### src/design/bcpp_pkg.sv
// Shared types, codes and literal tables of the bracket command packet parser.
`default_nettype none
package bcpp_pkg;

    localparam int PACKET_CAPACITY = 96;
    localparam int ADDR_W = $clog2(PACKET_CAPACITY);

    // Result status codes
    localparam logic [3:0] STS_IGNORED    = 4'd0;
    localparam logic [3:0] STS_STORED     = 4'd1;
    localparam logic [3:0] STS_START      = 4'd2;
    localparam logic [3:0] STS_RESYNC     = 4'd3;
    localparam logic [3:0] STS_OVERFLOW   = 4'd4;
    localparam logic [3:0] STS_TIMEOUT    = 4'd5;
    localparam logic [3:0] STS_FORMAT     = 4'd6;
    localparam logic [3:0] STS_UNKNOWN    = 4'd7;
    localparam logic [3:0] STS_REJECTED   = 4'd8;
    localparam logic [3:0] STS_KEY_DONE   = 4'd9;
    localparam logic [3:0] STS_SLIDER_DONE = 4'd10;

    // Action codes
    localparam logic [2:0] ACT_NONE     = 3'd0;
    localparam logic [2:0] ACT_SELECT   = 3'd1;
    localparam logic [2:0] ACT_REFRESH  = 3'd2;
    localparam logic [2:0] ACT_PLOT     = 3'd3;
    localparam logic [2:0] ACT_RESET    = 3'd4;
    localparam logic [2:0] ACT_SET_GAIN = 3'd5;

    // Gain selects
    localparam logic [1:0] GAIN_KP = 2'd0;
    localparam logic [1:0] GAIN_KI = 2'd1;
    localparam logic [1:0] GAIN_KD = 2'd2;

    // Loop indexes
    localparam logic [1:0] LOOP_LINE  = 2'd0;
    localparam logic [1:0] LOOP_YAW   = 2'd1;
    localparam logic [1:0] LOOP_LEFT  = 2'd2;
    localparam logic [1:0] LOOP_RIGHT = 2'd3;

    // Configuration register indexes
    localparam logic [1:0] CFG_TIMEOUT      = 2'd0;
    localparam logic [1:0] CFG_GAIN_MAX     = 2'd1;
    localparam logic [1:0] CFG_PLOT_DEFAULT = 2'd2;

    localparam logic [15:0] TIMEOUT_RST  = 16'd100;
    localparam logic [31:0] GAIN_MAX_RST = 32'd6553600;
    localparam logic        PLOT_RST     = 1'b0;

    // Characters
    localparam logic [7:0] CH_NUL    = 8'h00;
    localparam logic [7:0] CH_LBRACK = 8'h5B;
    localparam logic [7:0] CH_RBRACK = 8'h5D;
    localparam logic [7:0] CH_COMMA  = 8'h2C;
    localparam logic [7:0] CH_SPACE  = 8'h20;
    localparam logic [7:0] CH_TAB    = 8'h09;
    localparam logic [7:0] CH_PLUS   = 8'h2B;
    localparam logic [7:0] CH_MINUS  = 8'h2D;
    localparam logic [7:0] CH_DOT    = 8'h2E;

    // floor(v / 10) = (v * RECIP10) >> RECIP_SHIFT for v below 2^22
    localparam logic [19:0] RECIP10     = 20'd838861;
    localparam int          RECIP_SHIFT = 23;

    // Field literals, lower case
    localparam int NUM_LIT = 24;
    localparam int L_KEY = 0, L_SLIDER = 1, L_SLIDE = 2, L_1 = 3, L_LINE = 4, L_2 = 5,
        L_YAW = 6, L_3 = 7, L_LEFT = 8, L_4 = 9, L_RIGHT = 10, L_5 = 11, L_STATUS = 12,
        L_6 = 13, L_PLOT = 14, L_7 = 15, L_RESET = 16, L_KP = 17, L_KI = 18, L_KD = 19,
        L_UP = 20, L_DOWN = 21, L_CLICK = 22, L_PRESS = 23;

    localparam logic [2:0] LIT_LEN [NUM_LIT] = '{
        3'd3, 3'd6, 3'd5, 3'd1, 3'd4, 3'd1, 3'd3, 3'd1, 3'd4, 3'd1, 3'd5, 3'd1,
        3'd6, 3'd1, 3'd4, 3'd1, 3'd5, 3'd2, 3'd2, 3'd2, 3'd2, 3'd4, 3'd5, 3'd5
    };

    localparam logic [7:0] LIT_CHR [NUM_LIT][8] = '{
        '{"k", "e", "y", 8'h00, 8'h00, 8'h00, 8'h00, 8'h00},
        '{"s", "l", "i", "d", "e", "r", 8'h00, 8'h00},
        '{"s", "l", "i", "d", "e", 8'h00, 8'h00, 8'h00},
        '{"1", 8'h00, 8'h00, 8'h00, 8'h00, 8'h00, 8'h00, 8'h00},
        '{"l", "i", "n", "e", 8'h00, 8'h00, 8'h00, 8'h00},
        '{"2", 8'h00, 8'h00, 8'h00, 8'h00, 8'h00, 8'h00, 8'h00},
        '{"y", "a", "w", 8'h00, 8'h00, 8'h00, 8'h00, 8'h00},
        '{"3", 8'h00, 8'h00, 8'h00, 8'h00, 8'h00, 8'h00, 8'h00},
        '{"l", "e", "f", "t", 8'h00, 8'h00, 8'h00, 8'h00},
        '{"4", 8'h00, 8'h00, 8'h00, 8'h00, 8'h00, 8'h00, 8'h00},
        '{"r", "i", "g", "h", "t", 8'h00, 8'h00, 8'h00},
        '{"5", 8'h00, 8'h00, 8'h00, 8'h00, 8'h00, 8'h00, 8'h00},
        '{"s", "t", "a", "t", "u", "s", 8'h00, 8'h00},
        '{"6", 8'h00, 8'h00, 8'h00, 8'h00, 8'h00, 8'h00, 8'h00},
        '{"p", "l", "o", "t", 8'h00, 8'h00, 8'h00, 8'h00},
        '{"7", 8'h00, 8'h00, 8'h00, 8'h00, 8'h00, 8'h00, 8'h00},
        '{"r", "e", "s", "e", "t", 8'h00, 8'h00, 8'h00},
        '{"k", "p", 8'h00, 8'h00, 8'h00, 8'h00, 8'h00, 8'h00},
        '{"k", "i", 8'h00, 8'h00, 8'h00, 8'h00, 8'h00, 8'h00},
        '{"k", "d", 8'h00, 8'h00, 8'h00, 8'h00, 8'h00, 8'h00},
        '{"u", "p", 8'h00, 8'h00, 8'h00, 8'h00, 8'h00, 8'h00},
        '{"d", "o", "w", "n", 8'h00, 8'h00, 8'h00, 8'h00},
        '{"c", "l", "i", "c", "k", 8'h00, 8'h00, 8'h00},
        '{"p", "r", "e", "s", "s", 8'h00, 8'h00, 8'h00}
    };

    typedef enum logic [2:0] {
        S_IDLE,
        S_SCAN_RD,
        S_SCAN_CH,
        S_FRAC_RD,
        S_FRAC_CH,
        S_FINISH
    } t_state;

    typedef struct packed {
        logic accept;
        logic scan_init;
        logic rd;
        logic ch;
        logic fin_scan;
        logic frac_rd;
        logic frac_step;
        logic finish;
    } t_dp_cmd;

    typedef struct packed {
        logic need_parse;
        logic scan_end;
        logic frac_end;
    } t_dp_stat;

    function automatic logic [7:0] lower_ch(input logic [7:0] c);
        logic [7:0] r;
        r = c;
        if (c inside {[8'h41:8'h5A]}) begin
            r = c + 8'h20;
        end
        return r;
    endfunction

endpackage
`default_nettype wire

### src/design/bcpp_ifs.sv
// Request channel interfaces: input items, result items and configuration writes.
`default_nettype none
interface bcpp_in_if;
    logic        valid;
    logic        ready;
    logic        command;
    logic [7:0]  rx_byte;
    logic [31:0] now_ms;
    modport source(output valid, command, rx_byte, now_ms, input ready);
    modport sink(input valid, command, rx_byte, now_ms, output ready);
endinterface

interface bcpp_out_if;
    logic        valid;
    logic        ready;
    logic        accepted;
    logic [3:0]  status;
    logic [2:0]  action;
    logic [1:0]  loop_index;
    logic [1:0]  gain_select;
    logic [31:0] gain_value;
    logic        plot_on;
    modport source(output valid, accepted, status, action, loop_index, gain_select,
                   gain_value, plot_on, input ready);
    modport sink(input valid, accepted, status, action, loop_index, gain_select,
                 gain_value, plot_on, output ready);
endinterface

interface bcpp_cfg_if;
    logic        valid;
    logic        ready;
    logic [1:0]  index;
    logic [31:0] data;
    modport source(output valid, index, data, input ready);
    modport sink(input valid, index, data, output ready);
endinterface
`default_nettype wire

### src/design/bracket_command_packet_parser.sv
// Top level of the bracket command packet parser: controller, datapath and assertions.
// A received byte or a timeout check is loaded straight into the result register.
// A closing ']' of a held packet starts a scan of the packet text memory, whose single
// read port with registered data gives each stored character a read state and a check
// state. The scan reads n characters (all stored ones, or those up to and including the
// first zero byte; at most 95); a second pass then reads the f fraction digits of the
// value field and folds them last digit first.
// A new request is taken in the idle state once the result register is free or being
// emptied; configuration writes are taken in every cycle.
`default_nettype none
module bracket_command_packet_parser (
    input wire logic i_clk,
    input wire logic i_rst_n,
    bcpp_in_if.sink     i_in_ch,
    bcpp_out_if.source  o_out_ch,
    bcpp_cfg_if.sink    i_cfg_ch
);
    import bcpp_pkg::*;

    t_dp_cmd  cmd;
    t_dp_stat stat;

    assign i_cfg_ch.ready = 1'b1;

    bcpp_ctrl u_ctrl (
        .i_clk       (i_clk),
        .i_rst_n     (i_rst_n),
        .i_in_valid  (i_in_ch.valid),
        .i_out_ready (o_out_ch.ready),
        .i_stat      (stat),
        .o_cmd       (cmd),
        .o_in_ready  (i_in_ch.ready),
        .o_out_valid (o_out_ch.valid)
    );

    bcpp_datapath u_dp (
        .i_clk         (i_clk),
        .i_rst_n       (i_rst_n),
        .i_cmd         (cmd),
        .o_stat        (stat),
        .i_command     (i_in_ch.command),
        .i_rx_byte     (i_in_ch.rx_byte),
        .i_now_ms      (i_in_ch.now_ms),
        .i_cfg_we      (i_cfg_ch.valid),
        .i_cfg_index   (i_cfg_ch.index),
        .i_cfg_data    (i_cfg_ch.data),
        .o_accepted    (o_out_ch.accepted),
        .o_status      (o_out_ch.status),
        .o_action      (o_out_ch.action),
        .o_loop_index  (o_out_ch.loop_index),
        .o_gain_select (o_out_ch.gain_select),
        .o_gain_value  (o_out_ch.gain_value),
        .o_plot_on     (o_out_ch.plot_on)
    );

    a_ready_needs_room: assert property (@(posedge i_clk) disable iff (!i_rst_n)
        i_in_ch.ready |-> (!o_out_ch.valid || o_out_ch.ready))
        else $error("request taken while result register is full");

    a_slider_sets_gain: assert property (@(posedge i_clk) disable iff (!i_rst_n)
        (o_out_ch.valid && o_out_ch.status == STS_SLIDER_DONE)
        |-> (o_out_ch.action == ACT_SET_GAIN))
        else $error("slider done without set gain action");

    a_gain_zero_otherwise: assert property (@(posedge i_clk) disable iff (!i_rst_n)
        (o_out_ch.valid && o_out_ch.action != ACT_SET_GAIN)
        |-> (o_out_ch.gain_value == 32'd0 && o_out_ch.gain_select == GAIN_KP))
        else $error("gain fields set without set gain action");

    a_timeout_not_accepted: assert property (@(posedge i_clk) disable iff (!i_rst_n)
        (i_in_ch.valid && i_in_ch.ready && i_in_ch.command)
        |=> (o_out_ch.valid && !o_out_ch.accepted))
        else $error("timeout check reported as consumed byte");

endmodule
`default_nettype wire

### src/design/bcpp_ctrl.sv
// Controller state machine: request handshakes and sequencing of the packet scan.
`default_nettype none
module bcpp_ctrl (
    input  wire logic               i_clk,
    input  wire logic               i_rst_n,
    input  wire logic               i_in_valid,
    input  wire logic               i_out_ready,
    input  wire bcpp_pkg::t_dp_stat i_stat,
    output bcpp_pkg::t_dp_cmd       o_cmd,
    output logic                    o_in_ready,
    output logic                    o_out_valid
);
    import bcpp_pkg::*;

    t_state r_state, n_state;
    logic   r_out_valid, n_out_valid;
    logic   out_free;

    assign out_free = !r_out_valid || i_out_ready;

    always_ff @(posedge i_clk) begin
        if (!i_rst_n) begin
            r_state     <= S_IDLE;
            r_out_valid <= 1'b0;
        end else begin
            r_state     <= n_state;
            r_out_valid <= n_out_valid;
        end
    end

    always_comb begin
        n_state     = r_state;
        n_out_valid = r_out_valid && !i_out_ready;
        o_cmd       = '0;
        o_in_ready  = 1'b0;
        case (r_state)
            S_IDLE: begin
                o_in_ready = out_free;
                if (i_in_valid && out_free) begin
                    o_cmd.accept = 1'b1;
                    if (i_stat.need_parse) begin
                        o_cmd.scan_init = 1'b1;
                        n_state         = S_SCAN_RD;
                    end else begin
                        n_out_valid = 1'b1;
                    end
                end
            end
            S_SCAN_RD: begin
                if (i_stat.scan_end) begin
                    o_cmd.fin_scan = 1'b1;
                    n_state        = S_FRAC_RD;
                end else begin
                    o_cmd.rd = 1'b1;
                    n_state  = S_SCAN_CH;
                end
            end
            S_SCAN_CH: begin
                o_cmd.ch = 1'b1;
                n_state  = S_SCAN_RD;
            end
            S_FRAC_RD: begin
                if (i_stat.frac_end) begin
                    n_state = S_FINISH;
                end else begin
                    o_cmd.frac_rd = 1'b1;
                    n_state       = S_FRAC_CH;
                end
            end
            S_FRAC_CH: begin
                o_cmd.frac_step = 1'b1;
                n_state         = S_FRAC_RD;
            end
            S_FINISH: begin
                // hold the result until the output register is free
                if (out_free) begin
                    o_cmd.finish = 1'b1;
                    n_out_valid  = 1'b1;
                    n_state      = S_IDLE;
                end
            end
            default: begin
                n_state = S_IDLE;
            end
        endcase
    end

    assign o_out_valid = r_out_valid;

endmodule
`default_nettype wire

### src/design/bcpp_datapath.sv
// Datapath: framing state, packet text memory, field matcher, decimal parser, result register.
`default_nettype none
module bcpp_datapath (
    input  wire logic              i_clk,
    input  wire logic              i_rst_n,
    input  wire bcpp_pkg::t_dp_cmd i_cmd,
    output bcpp_pkg::t_dp_stat     o_stat,
    input  wire logic              i_command,
    input  wire logic [7:0]        i_rx_byte,
    input  wire logic [31:0]       i_now_ms,
    input  wire logic              i_cfg_we,
    input  wire logic [1:0]        i_cfg_index,
    input  wire logic [31:0]       i_cfg_data,
    output logic                   o_accepted,
    output logic [3:0]             o_status,
    output logic [2:0]             o_action,
    output logic [1:0]             o_loop_index,
    output logic [1:0]             o_gain_select,
    output logic [31:0]            o_gain_value,
    output logic                   o_plot_on
);
    import bcpp_pkg::*;

    logic [7:0]  r_mem [PACKET_CAPACITY];
    logic [7:0]  r_rd_data;
    logic [ADDR_W-1:0] rd_addr;

    logic [15:0] r_timeout;
    logic [31:0] r_gain_max;
    logic [ADDR_W-1:0] r_tl;
    logic        r_in_pkt, r_drop;
    logic [31:0] r_last;
    logic [1:0]  r_loop;
    logic        r_plot;

    // scan state
    logic [ADDR_W-1:0] r_addr, r_caddr, r_pos, r_flen, r_fs, r_fe, r_faddr;
    logic        r_stop;
    logic [1:0]  r_fidx, r_cnt;
    logic        r_started, r_blank, r_inter, r_empty0;
    logic [NUM_LIT-1:0] r_ok, r_m0, r_m1, r_m2;
    logic        r_nphase, r_nbad, r_have, r_nz, r_neg;
    logic [31:0] r_ip;
    logic [15:0] r_frac;

    // framing results
    logic        fr_acc, fr_in, fr_drop, fr_parse, fr_wr;
    logic [3:0]  fr_status;
    logic [ADDR_W-1:0] fr_tl;
    logic [31:0] fr_last, elapsed;

    // character classification
    logic [7:0]  lc;
    logic        c_blank, c_digit;
    logic [3:0]  c_val;
    logic [NUM_LIT-1:0] ok_next, fmatch;
    logic [35:0] ip10;
    logic [19:0] frac_v;
    logic [39:0] frac_prod;

    // packet decision
    logic [3:0]  dec_status;
    logic [2:0]  dec_action;
    logic [1:0]  dec_gsel, dec_loop;
    logic        dec_plot, gain_ok;
    logic [32:0] total;

    always_comb begin
        elapsed   = i_now_ms - r_last;
        fr_acc    = 1'b0;
        fr_status = STS_IGNORED;
        fr_in     = r_in_pkt;
        fr_drop   = r_drop;
        fr_tl     = r_tl;
        fr_last   = r_last;
        fr_parse  = 1'b0;
        fr_wr     = 1'b0;
        if (i_command) begin
            if (r_in_pkt && elapsed > {16'd0, r_timeout}) begin
                fr_in     = 1'b0;
                fr_drop   = 1'b0;
                fr_tl     = '0;
                fr_status = STS_TIMEOUT;
            end
        end else if (!r_in_pkt) begin
            if (i_rx_byte == CH_LBRACK) begin
                fr_in     = 1'b1;
                fr_drop   = 1'b0;
                fr_tl     = '0;
                fr_last   = i_now_ms;
                fr_acc    = 1'b1;
                fr_status = STS_START;
            end
        end else begin
            fr_acc  = 1'b1;
            fr_last = i_now_ms;
            if (i_rx_byte == CH_LBRACK) begin
                fr_drop   = 1'b0;
                fr_tl     = '0;
                fr_status = STS_RESYNC;
            end else if (i_rx_byte == CH_RBRACK) begin
                fr_in   = 1'b0;
                fr_drop = 1'b0;
                if (r_drop) begin
                    fr_tl     = '0;
                    fr_status = STS_OVERFLOW;
                end else begin
                    // keep the text length for the scan
                    fr_parse = 1'b1;
                end
            end else if (r_drop) begin
                fr_status = STS_OVERFLOW;
            end else if (r_tl < ADDR_W'(PACKET_CAPACITY - 1)) begin
                fr_wr     = 1'b1;
                fr_tl     = r_tl + 1'b1;
                fr_status = STS_STORED;
            end else begin
                fr_drop   = 1'b1;
                fr_status = STS_OVERFLOW;
            end
        end
    end

    assign o_stat.need_parse = fr_parse;
    assign o_stat.scan_end   = (r_addr == r_tl) || r_stop;
    assign o_stat.frac_end   = (r_faddr <= r_fs);

    always_comb begin
        lc      = lower_ch(r_rd_data);
        c_blank = (r_rd_data == CH_SPACE) || (r_rd_data == CH_TAB);
        c_digit = r_rd_data inside {[8'h30:8'h39]};
        c_val   = r_rd_data[3:0];
        for (int k = 0; k < NUM_LIT; k++) begin
            ok_next[k] = r_ok[k] && (r_pos < ADDR_W'(LIT_LEN[k]))
                && (lc == LIT_CHR[k][r_pos[2:0]]);
            fmatch[k]  = r_ok[k] && !r_inter && (r_flen == ADDR_W'(LIT_LEN[k]));
        end
        ip10      = {r_ip, 3'b000} + {3'b000, r_ip, 1'b0} + {16'd0, c_val, 16'd0};
        frac_v    = {c_val, r_frac};
        frac_prod = frac_v * RECIP10;
    end

    always_comb begin
        total      = {1'b0, r_ip} + {17'd0, r_frac};
        gain_ok    = (r_cnt == 2'd3) && r_have && !r_nbad && !(r_neg && r_nz)
            && (total <= {1'b0, r_gain_max});
        dec_status = STS_UNKNOWN;
        dec_action = ACT_NONE;
        dec_gsel   = GAIN_KP;
        dec_loop   = r_loop;
        dec_plot   = r_plot;
        if (r_empty0) begin
            dec_status = STS_FORMAT;
        end else if (r_m0[L_KEY]) begin
            if (r_cnt != 2'd3) begin
                dec_status = STS_FORMAT;
            end else if (!(r_m2[L_UP] || r_m2[L_DOWN] || r_m2[L_CLICK] || r_m2[L_PRESS]))
            begin
                dec_status = STS_FORMAT;
            end else begin
                dec_status = STS_KEY_DONE;
                if (r_m1[L_1] || r_m1[L_LINE]) begin
                    dec_loop = LOOP_LINE;  dec_action = ACT_SELECT;
                end else if (r_m1[L_2] || r_m1[L_YAW]) begin
                    dec_loop = LOOP_YAW;   dec_action = ACT_SELECT;
                end else if (r_m1[L_3] || r_m1[L_LEFT]) begin
                    dec_loop = LOOP_LEFT;  dec_action = ACT_SELECT;
                end else if (r_m1[L_4] || r_m1[L_RIGHT]) begin
                    dec_loop = LOOP_RIGHT; dec_action = ACT_SELECT;
                end else if (r_m1[L_5] || r_m1[L_STATUS]) begin
                    dec_action = ACT_REFRESH;
                end else if (r_m1[L_6] || r_m1[L_PLOT]) begin
                    dec_plot = !r_plot;    dec_action = ACT_PLOT;
                end else if (r_m1[L_7] || r_m1[L_RESET]) begin
                    dec_action = ACT_RESET;
                end else begin
                    dec_status = STS_UNKNOWN;
                end
            end
        end else if (r_m0[L_SLIDER] || r_m0[L_SLIDE]) begin
            // the value is checked before the name
            if (!gain_ok) begin
                dec_status = STS_REJECTED;
            end else begin
                dec_status = STS_SLIDER_DONE;
                dec_action = ACT_SET_GAIN;
                if (r_m1[L_1] || r_m1[L_KP]) begin
                    dec_gsel = GAIN_KP;
                end else if (r_m1[L_2] || r_m1[L_KI]) begin
                    dec_gsel = GAIN_KI;
                end else if (r_m1[L_3] || r_m1[L_KD]) begin
                    dec_gsel = GAIN_KD;
                end else begin
                    dec_status = STS_UNKNOWN;
                    dec_action = ACT_NONE;
                end
            end
        end
    end

    assign rd_addr = i_cmd.frac_rd ? (r_faddr - 1'b1) : r_addr;

    always_ff @(posedge i_clk) begin
        if (i_cmd.accept && fr_wr) begin
            r_mem[r_tl] <= i_rx_byte;
        end
        if (i_cmd.rd || i_cmd.frac_rd) begin
            r_rd_data <= r_mem[rd_addr];
        end
    end

    // control and framing state
    always_ff @(posedge i_clk) begin
        if (!i_rst_n) begin
            r_timeout  <= TIMEOUT_RST;
            r_gain_max <= GAIN_MAX_RST;
            r_tl       <= '0;
            r_in_pkt   <= 1'b0;
            r_drop     <= 1'b0;
            r_last     <= '0;
            r_loop     <= LOOP_LINE;
            r_plot     <= PLOT_RST;
        end else begin
            if (i_cfg_we) begin
                case (i_cfg_index)
                    CFG_TIMEOUT:  r_timeout  <= i_cfg_data[15:0];
                    CFG_GAIN_MAX: r_gain_max <= i_cfg_data;
                    // the plot default write is ignored; reset restores the fixed reset value
                    default: ;
                endcase
            end
            if (i_cmd.accept) begin
                r_tl     <= fr_tl;
                r_in_pkt <= fr_in;
                r_drop   <= fr_drop;
                r_last   <= fr_last;
            end
            if (i_cmd.finish) begin
                r_tl   <= '0;
                r_loop <= dec_loop;
                r_plot <= dec_plot;
            end
        end
    end

    // scan state and result register
    always_ff @(posedge i_clk) begin
        if (i_cmd.scan_init) begin
            r_addr    <= '0;
            r_stop    <= 1'b0;
            r_fidx    <= 2'd0;
            r_cnt     <= 2'd1;
            r_started <= 1'b0;
            r_blank   <= 1'b0;
            r_inter   <= 1'b0;
            r_pos     <= '0;
            r_flen    <= '0;
            r_ok      <= '1;
            r_m0      <= '0;
            r_m1      <= '0;
            r_m2      <= '0;
            r_empty0  <= 1'b1;
            r_nphase  <= 1'b0;
            r_nbad    <= 1'b0;
            r_have    <= 1'b0;
            r_nz      <= 1'b0;
            r_neg     <= 1'b0;
            r_ip      <= '0;
            r_fs      <= '0;
            r_fe      <= '0;
            r_frac    <= '0;
        end
        if (i_cmd.rd) begin
            r_caddr <= r_addr;
            r_addr  <= r_addr + 1'b1;
        end
        if (i_cmd.ch) begin
            if (r_rd_data == CH_NUL) begin
                r_stop <= 1'b1;
            end else if (r_fidx != 2'd3) begin
                if (r_rd_data == CH_COMMA) begin
                    case (r_fidx)
                        2'd0: begin
                            r_m0     <= fmatch;
                            r_empty0 <= (r_flen == '0);
                            r_cnt    <= 2'd2;
                        end
                        2'd1: begin
                            r_m1  <= fmatch;
                            r_cnt <= 2'd3;
                        end
                        default: r_m2 <= fmatch;
                    endcase
                    r_fidx    <= r_fidx + 1'b1;
                    r_started <= 1'b0;
                    r_blank   <= 1'b0;
                    r_inter   <= 1'b0;
                    r_pos     <= '0;
                    r_flen    <= '0;
                    r_ok      <= '1;
                end else if (c_blank) begin
                    if (r_started) begin
                        r_pos   <= r_pos + 1'b1;
                        r_blank <= 1'b1;
                    end
                end else begin
                    if (r_blank) begin
                        r_inter <= 1'b1;
                    end
                    r_blank   <= 1'b0;
                    r_ok      <= ok_next;
                    r_started <= 1'b1;
                    r_pos     <= r_pos + 1'b1;
                    r_flen    <= r_pos + 1'b1;
                    if (r_fidx == 2'd2) begin
                        if (r_blank) begin
                            r_nbad <= 1'b1;
                        end
                        if (!r_started &&
                            (r_rd_data == CH_PLUS || r_rd_data == CH_MINUS)) begin
                            r_neg <= (r_rd_data == CH_MINUS);
                        end else if (c_digit && !r_nphase) begin
                            r_have <= 1'b1;
                            if (c_val != 4'd0) r_nz <= 1'b1;
                            if (ip10 > {4'd0, r_gain_max}) begin
                                r_nbad <= 1'b1;
                            end else begin
                                r_ip <= ip10[31:0];
                            end
                        end else if (r_rd_data == CH_DOT && !r_nphase) begin
                            r_nphase <= 1'b1;
                            r_fs     <= r_caddr + 1'b1;
                            r_fe     <= r_caddr + 1'b1;
                        end else if (c_digit && r_nphase) begin
                            r_have <= 1'b1;
                            if (c_val != 4'd0) r_nz <= 1'b1;
                            r_fe <= r_caddr + 1'b1;
                        end else begin
                            r_nbad <= 1'b1;
                        end
                    end
                end
            end
        end
        if (i_cmd.fin_scan) begin
            case (r_fidx)
                2'd0: begin
                    r_m0     <= fmatch;
                    r_empty0 <= (r_flen == '0);
                end
                2'd1: r_m1 <= fmatch;
                2'd2: r_m2 <= fmatch;
                default: ;
            endcase
            r_faddr <= r_fe;
        end
        if (i_cmd.frac_rd) begin
            r_faddr <= r_faddr - 1'b1;
        end
        if (i_cmd.frac_step) begin
            // fold one fraction digit, last digit first
            r_frac <= frac_prod[RECIP_SHIFT+15:RECIP_SHIFT];
        end
        if (i_cmd.accept) begin
            o_accepted    <= fr_acc;
            o_status      <= fr_status;
            o_action      <= ACT_NONE;
            o_loop_index  <= r_loop;
            o_gain_select <= GAIN_KP;
            o_gain_value  <= '0;
            o_plot_on     <= r_plot;
        end
        if (i_cmd.finish) begin
            o_accepted    <= 1'b1;
            o_status      <= dec_status;
            o_action      <= dec_action;
            o_loop_index  <= dec_loop;
            o_gain_select <= (dec_action == ACT_SET_GAIN) ? dec_gsel : GAIN_KP;
            o_gain_value  <= (dec_action == ACT_SET_GAIN) ? total[31:0] : 32'd0;
            o_plot_on     <= dec_plot;
        end
    end

endmodule
`default_nettype wire

### src/flat_wrapper.sv
// flat-port wrapper written by rule: the top's interface ports become plain ports
module bracket_command_packet_parser_flat import bcpp_pkg::*;
  (i_clk, i_rst_n, i_in_ch_valid, i_in_ch_command, i_in_ch_rx_byte, i_in_ch_now_ms, i_in_ch_ready, o_out_ch_valid, o_out_ch_accepted, o_out_ch_status, o_out_ch_action, o_out_ch_loop_index, o_out_ch_gain_select, o_out_ch_gain_value, o_out_ch_plot_on, o_out_ch_ready, i_cfg_ch_valid, i_cfg_ch_index, i_cfg_ch_data, i_cfg_ch_ready);
  bcpp_in_if i_in_ch_i ();
  bcpp_out_if o_out_ch_i ();
  bcpp_cfg_if i_cfg_ch_i ();
  input wire logic i_clk;
  input wire logic i_rst_n;
  input wire logic [$bits(i_in_ch_i.valid)-1:0] i_in_ch_valid;
  input wire logic [$bits(i_in_ch_i.command)-1:0] i_in_ch_command;
  input wire logic [$bits(i_in_ch_i.rx_byte)-1:0] i_in_ch_rx_byte;
  input wire logic [$bits(i_in_ch_i.now_ms)-1:0] i_in_ch_now_ms;
  output wire logic [$bits(i_in_ch_i.ready)-1:0] i_in_ch_ready;
  output wire logic [$bits(o_out_ch_i.valid)-1:0] o_out_ch_valid;
  output wire logic [$bits(o_out_ch_i.accepted)-1:0] o_out_ch_accepted;
  output wire logic [$bits(o_out_ch_i.status)-1:0] o_out_ch_status;
  output wire logic [$bits(o_out_ch_i.action)-1:0] o_out_ch_action;
  output wire logic [$bits(o_out_ch_i.loop_index)-1:0] o_out_ch_loop_index;
  output wire logic [$bits(o_out_ch_i.gain_select)-1:0] o_out_ch_gain_select;
  output wire logic [$bits(o_out_ch_i.gain_value)-1:0] o_out_ch_gain_value;
  output wire logic [$bits(o_out_ch_i.plot_on)-1:0] o_out_ch_plot_on;
  input wire logic [$bits(o_out_ch_i.ready)-1:0] o_out_ch_ready;
  input wire logic [$bits(i_cfg_ch_i.valid)-1:0] i_cfg_ch_valid;
  input wire logic [$bits(i_cfg_ch_i.index)-1:0] i_cfg_ch_index;
  input wire logic [$bits(i_cfg_ch_i.data)-1:0] i_cfg_ch_data;
  output wire logic [$bits(i_cfg_ch_i.ready)-1:0] i_cfg_ch_ready;
  assign i_in_ch_i.valid = i_in_ch_valid;
  assign i_in_ch_i.command = i_in_ch_command;
  assign i_in_ch_i.rx_byte = i_in_ch_rx_byte;
  assign i_in_ch_i.now_ms = i_in_ch_now_ms;
  assign i_in_ch_ready = i_in_ch_i.ready;
  assign o_out_ch_valid = o_out_ch_i.valid;
  assign o_out_ch_accepted = o_out_ch_i.accepted;
  assign o_out_ch_status = o_out_ch_i.status;
  assign o_out_ch_action = o_out_ch_i.action;
  assign o_out_ch_loop_index = o_out_ch_i.loop_index;
  assign o_out_ch_gain_select = o_out_ch_i.gain_select;
  assign o_out_ch_gain_value = o_out_ch_i.gain_value;
  assign o_out_ch_plot_on = o_out_ch_i.plot_on;
  assign o_out_ch_i.ready = o_out_ch_ready;
  assign i_cfg_ch_i.valid = i_cfg_ch_valid;
  assign i_cfg_ch_i.index = i_cfg_ch_index;
  assign i_cfg_ch_i.data = i_cfg_ch_data;
  assign i_cfg_ch_ready = i_cfg_ch_i.ready;
  bracket_command_packet_parser u_core (.i_clk(i_clk), .i_rst_n(i_rst_n), .i_in_ch(i_in_ch_i), .o_out_ch(o_out_ch_i), .i_cfg_ch(i_cfg_ch_i));
endmodule
### config.mk
export PLATFORM = sky130hd
export DESIGN_NAME = bracket_command_packet_parser_flat
export DESIGN_NICKNAME = d
export VERILOG_FILES = /design/src/design/bcpp_pkg.sv /design/src/design/bcpp_ifs.sv /design/src/design/bracket_command_packet_parser.sv /design/src/design/bcpp_ctrl.sv /design/src/design/bcpp_datapath.sv /design/src/flat_wrapper.sv
export SDC_FILE = /design/constraint.sdc
export NUM_CORES = 2
export LEC_CHECK = 0
export BUFFER_PORTS_ARGS = -buffer_cell sky130_fd_sc_hd__buf_2
export CAP_MARGIN = 20
export CORE_ASPECT_RATIO = 0.8
export CORE_MARGIN = 2
export CORE_UTILIZATION = 25
export CTS_CLUSTER_SIZE = 14
export DETAILED_ROUTE_END_ITERATION = 8
export PLACE_DENSITY = 0.5
export SYNTH_ARGS = -nofsm -noshare
export SYNTH_HDL_FRONTEND = slang
export SYNTH_SLANG_ARGS = --single-unit
### constraint.sdc
create_clock -name i_clk -period 12.4 [get_ports i_clk]
set_clock_uncertainty 0.2 [all_clocks]
set_input_delay 1.24 -clock i_clk [delete_from_list [all_inputs] [get_ports i_clk]]
set_output_delay 1.24 -clock i_clk [all_outputs]
set_load 0.01 [all_outputs]
==> impl_metrics.ini <==
[clock_tree]
clk_path_buf_depth = 3
numCtsBuffers = 106
clk_latency_ns = 0.73
cts_setup_buffers = 0
clock_sinks = 1076
hold_buffers = 0
cts-root-buf = clkbuf_16
path_clk_slew_ns = 0.07
post_cts_resized = 0
h-tree-depth = 3
cts_tree = yes

[finish]
syn2layout_area_growth_pct = 13.3
stdcell_count = 8347
layout-drive-gt1-share = 0.0871
layout.nets = 5867

[power]
irDropWorstVdd_v = 0.000103
p_total_mw = 7.41
pwr_density_cell_nw_per_um2 = 114
leakage_nw = 24.1

[yosys]
synth_most_common_cell = edfxtp_1
post_synth.cell_area_avg_sq_um = 11.1
syn_inst = 5157
synth_flop_cell = edfxtp_1
synth-warning-count = 0
synthArstFlopShare = 0
yosysTopAreaCell = edfxtp_1
synthDistinctLibCells = 85
synth_edf_count = 857
netlist.area_leader.share = 0.448
ys_seq_elements = 1076
synth_seq_area_share = 0.524
synth_common_cells = edfxtp_1 (857), nand2_1 (846), ha_1 (407)
synth.cell_area_sq_um = 57500
yosys-top-cells-area = edfxtp_1 (45%), ha_1 (8.9%), dfxtp_1 (7.6%)

[sta]
fin_tns_setup_ns = 0
slew_violations = 0
max_freq_ghz = 0.131
slew_headroom = 0.233
setup_ws_ns = 4.76
rsz0062_at_grt = no
fin_crit_sh = 0.616
worst_pin_slew_ns = 1.15
setup_viol = 0
period_needed_ns = 7.64
hold_violations = 0
whs_ns = 0.258

[place]
dp_cells = 8146
gp_congestion = 0.868
dp_slack_ns = 4.81
port_buffers = 126
dp_hpwl_mm = 119

[run]
maxCapViolations = 0

[drt]
wl_per_cell_microns = 20.5
vias = 40036
routed_wl_mm = 171
dr.first_iter.drc_count = 3526
ant_nets = 0
firstDrtPassIters = 6
drc = 0
vias_per_cell = 4.80

[die]
die_w_microns = 540
start_util = 0.251
io_pins = 128
rows = 157
die_h_microns = 433
coreArea_sq_um = 229000
die_area_sq_um = 234000

[setup_path]
required_ns = 12.65
crit_type = reg -> reg
critPathMaxFanout = 31
arrival_ns = 7.89
crit_path_start_kind = flip-flop
crit_path_end_kind = flip-flop

[global_routing]
grt_pass1_vias = 38692
gr-total-overflow = 0
grt_use_total = 0.143
grt_max_degree = 138
grt_pass1_wl_mm = 256
antenna_found_initial = 10

[worst_hold_path]
hold_class = reg -> reg

[outcome]
outcome = complete, no violations
==> critical path, stage by stage, from the launching register on <==
cell and delay (ns):
edfxtp_1 0.33, buf_4 0.39, clkinv_1 0.49, ha_1 0.59, inv_1 0.09, fa_1 0.51
inv_1 0.05, ha_1 0.27, inv_1 0.05, fa_1 0.48, fa_1 0.55, inv_1 0.05
fa_1 0.50, fa_1 0.43, ha_1 0.28, nand2_1 0.08, o21ai_0 0.09, nor4_1 0.29
o31ai_1 0.19, o41ai_1 0.51, a311o_1 0.31, nand2_1 0.10, o21a_1 0.20, nor2_1 0.11
xor2_1 0.16, nor2_1 0.05
==> cells by family (layout without fill, tap and decap cells) <==
group / after synthesis / in the layout / share of synthesized area
multiplexers: 126 / 126 / 0.0343
AND/OR/NAND/NOR: 1804 / 1804 / 0.142
XOR/XNOR: 146 / 146 / 0.0223
other: 2 / 10 / 0.000131
buffers and inverters: 615 / 776 / 0.0414
AO/OA/AOI/OAI: 835 / 835 / 0.0967
adder cells (fa/ha/maj): 553 / 553 / 0.139
flip-flops: 1076 / 1076 / 0.524
==> metrics by stage <==
stage | area [sq um] | util
6_report | 65100 | 0.285
3_5_place_dp | 61600 | 0.270
5_1_grt | 65100 | 0.285
4_1_cts | 65100 | 0.285
3_3_place_gp | 61600 | 0.269
2_1_floorplan | 57500 | -
==> where the power goes <==
| part | total, mW | leakage (nW) | internal (mW) | switching (mW) |
|---|---|---|---|---|
| combinational | 0.228 | 12.9 | 0.0707 | 0.157 |
| clock | 3.27 | 1.68 | 1.77 | 1.50 |
| sequential | 3.91 | 9.48 | 3.90 | 0.00832 |
| total | 7.41 | 24.1 | 5.74 | 1.66 |
==> cell type report <==
type / count / area (sq um)
inverters: 383 / 1440
repair buffers: 194 / 1210
diodes: 1 / 2.50
multi-input cells: 3473 / 25100
fillers: 23701 / 164000
clock buffers: 133 / 2850
clock inverters: 66 / 613
well taps: 3021 / 3780
flip-flops and latches: 1076 / 30100
==> cell usage in the layout, fill, tap and decap left out, types with 117 or more instances in the layout <==
cell	n
edfxtp_1	857
nand2_1	844
ha_1	407
inv_1	380
nor2_1	301
nand3_1	237
dfxtp_1	219
a21oi_1	173
o21ai_0	157
fa_1	146
buf_2	117
==> final timing paths <==
check	slack [ns]	cells past startpoint	from	to
max	4.76	25	u_core.u_dp.r_rd_data[0]$_DFFE_PP_	u_core.u_dp.r_frac[13]$_SDFFCE_PN0P_
min	0.26	2	u_core.u_dp.r_fs[2]$_DFF_P_	u_core.u_dp.r_fs[2]$_DFF_P_
max reg2reg	4.76	25	u_core.u_dp.r_rd_data[0]$_DFFE_PP_	u_core.u_dp.r_frac[13]$_SDFFCE_PN0P_
min reg2reg	0.26	2	u_core.u_dp.r_fs[2]$_DFF_P_	u_core.u_dp.r_fs[2]$_DFF_P_
==> sequential cells by signal, summed over array words and instances, names as in the netlist, 8 cells and up <==
signal,flops
u_core.u_dp.r_last,32
u_core.u_dp.o_gain_value,32
u_core.u_dp.r_ip,32
u_core.u_dp.r_timeout,16
u_core.u_dp.r_ok,24
u_core.u_dp.r_mem,768
u_core.u_dp.r_gain_max,32
u_core.u_dp.r_m1,17
u_core.u_dp.r_frac,16
u_core.u_dp.r_rd_data,8
==> metal layers <==
| metal | up-vias | wire length [microns] | track usage |
|---|---|---|---|
| met4 | 6 | 3310 | 0.0291 |
| met3 | 204 | 10400 | 0.0222 |
| met2 | 1190 | 72100 | 0.211 |
| li1 | 18695 | - | - |
| met5 | - | 42 | 0 |
| met1 | 19941 | 85200 | 0.220 |
Power figures use the tool's default switching activity.
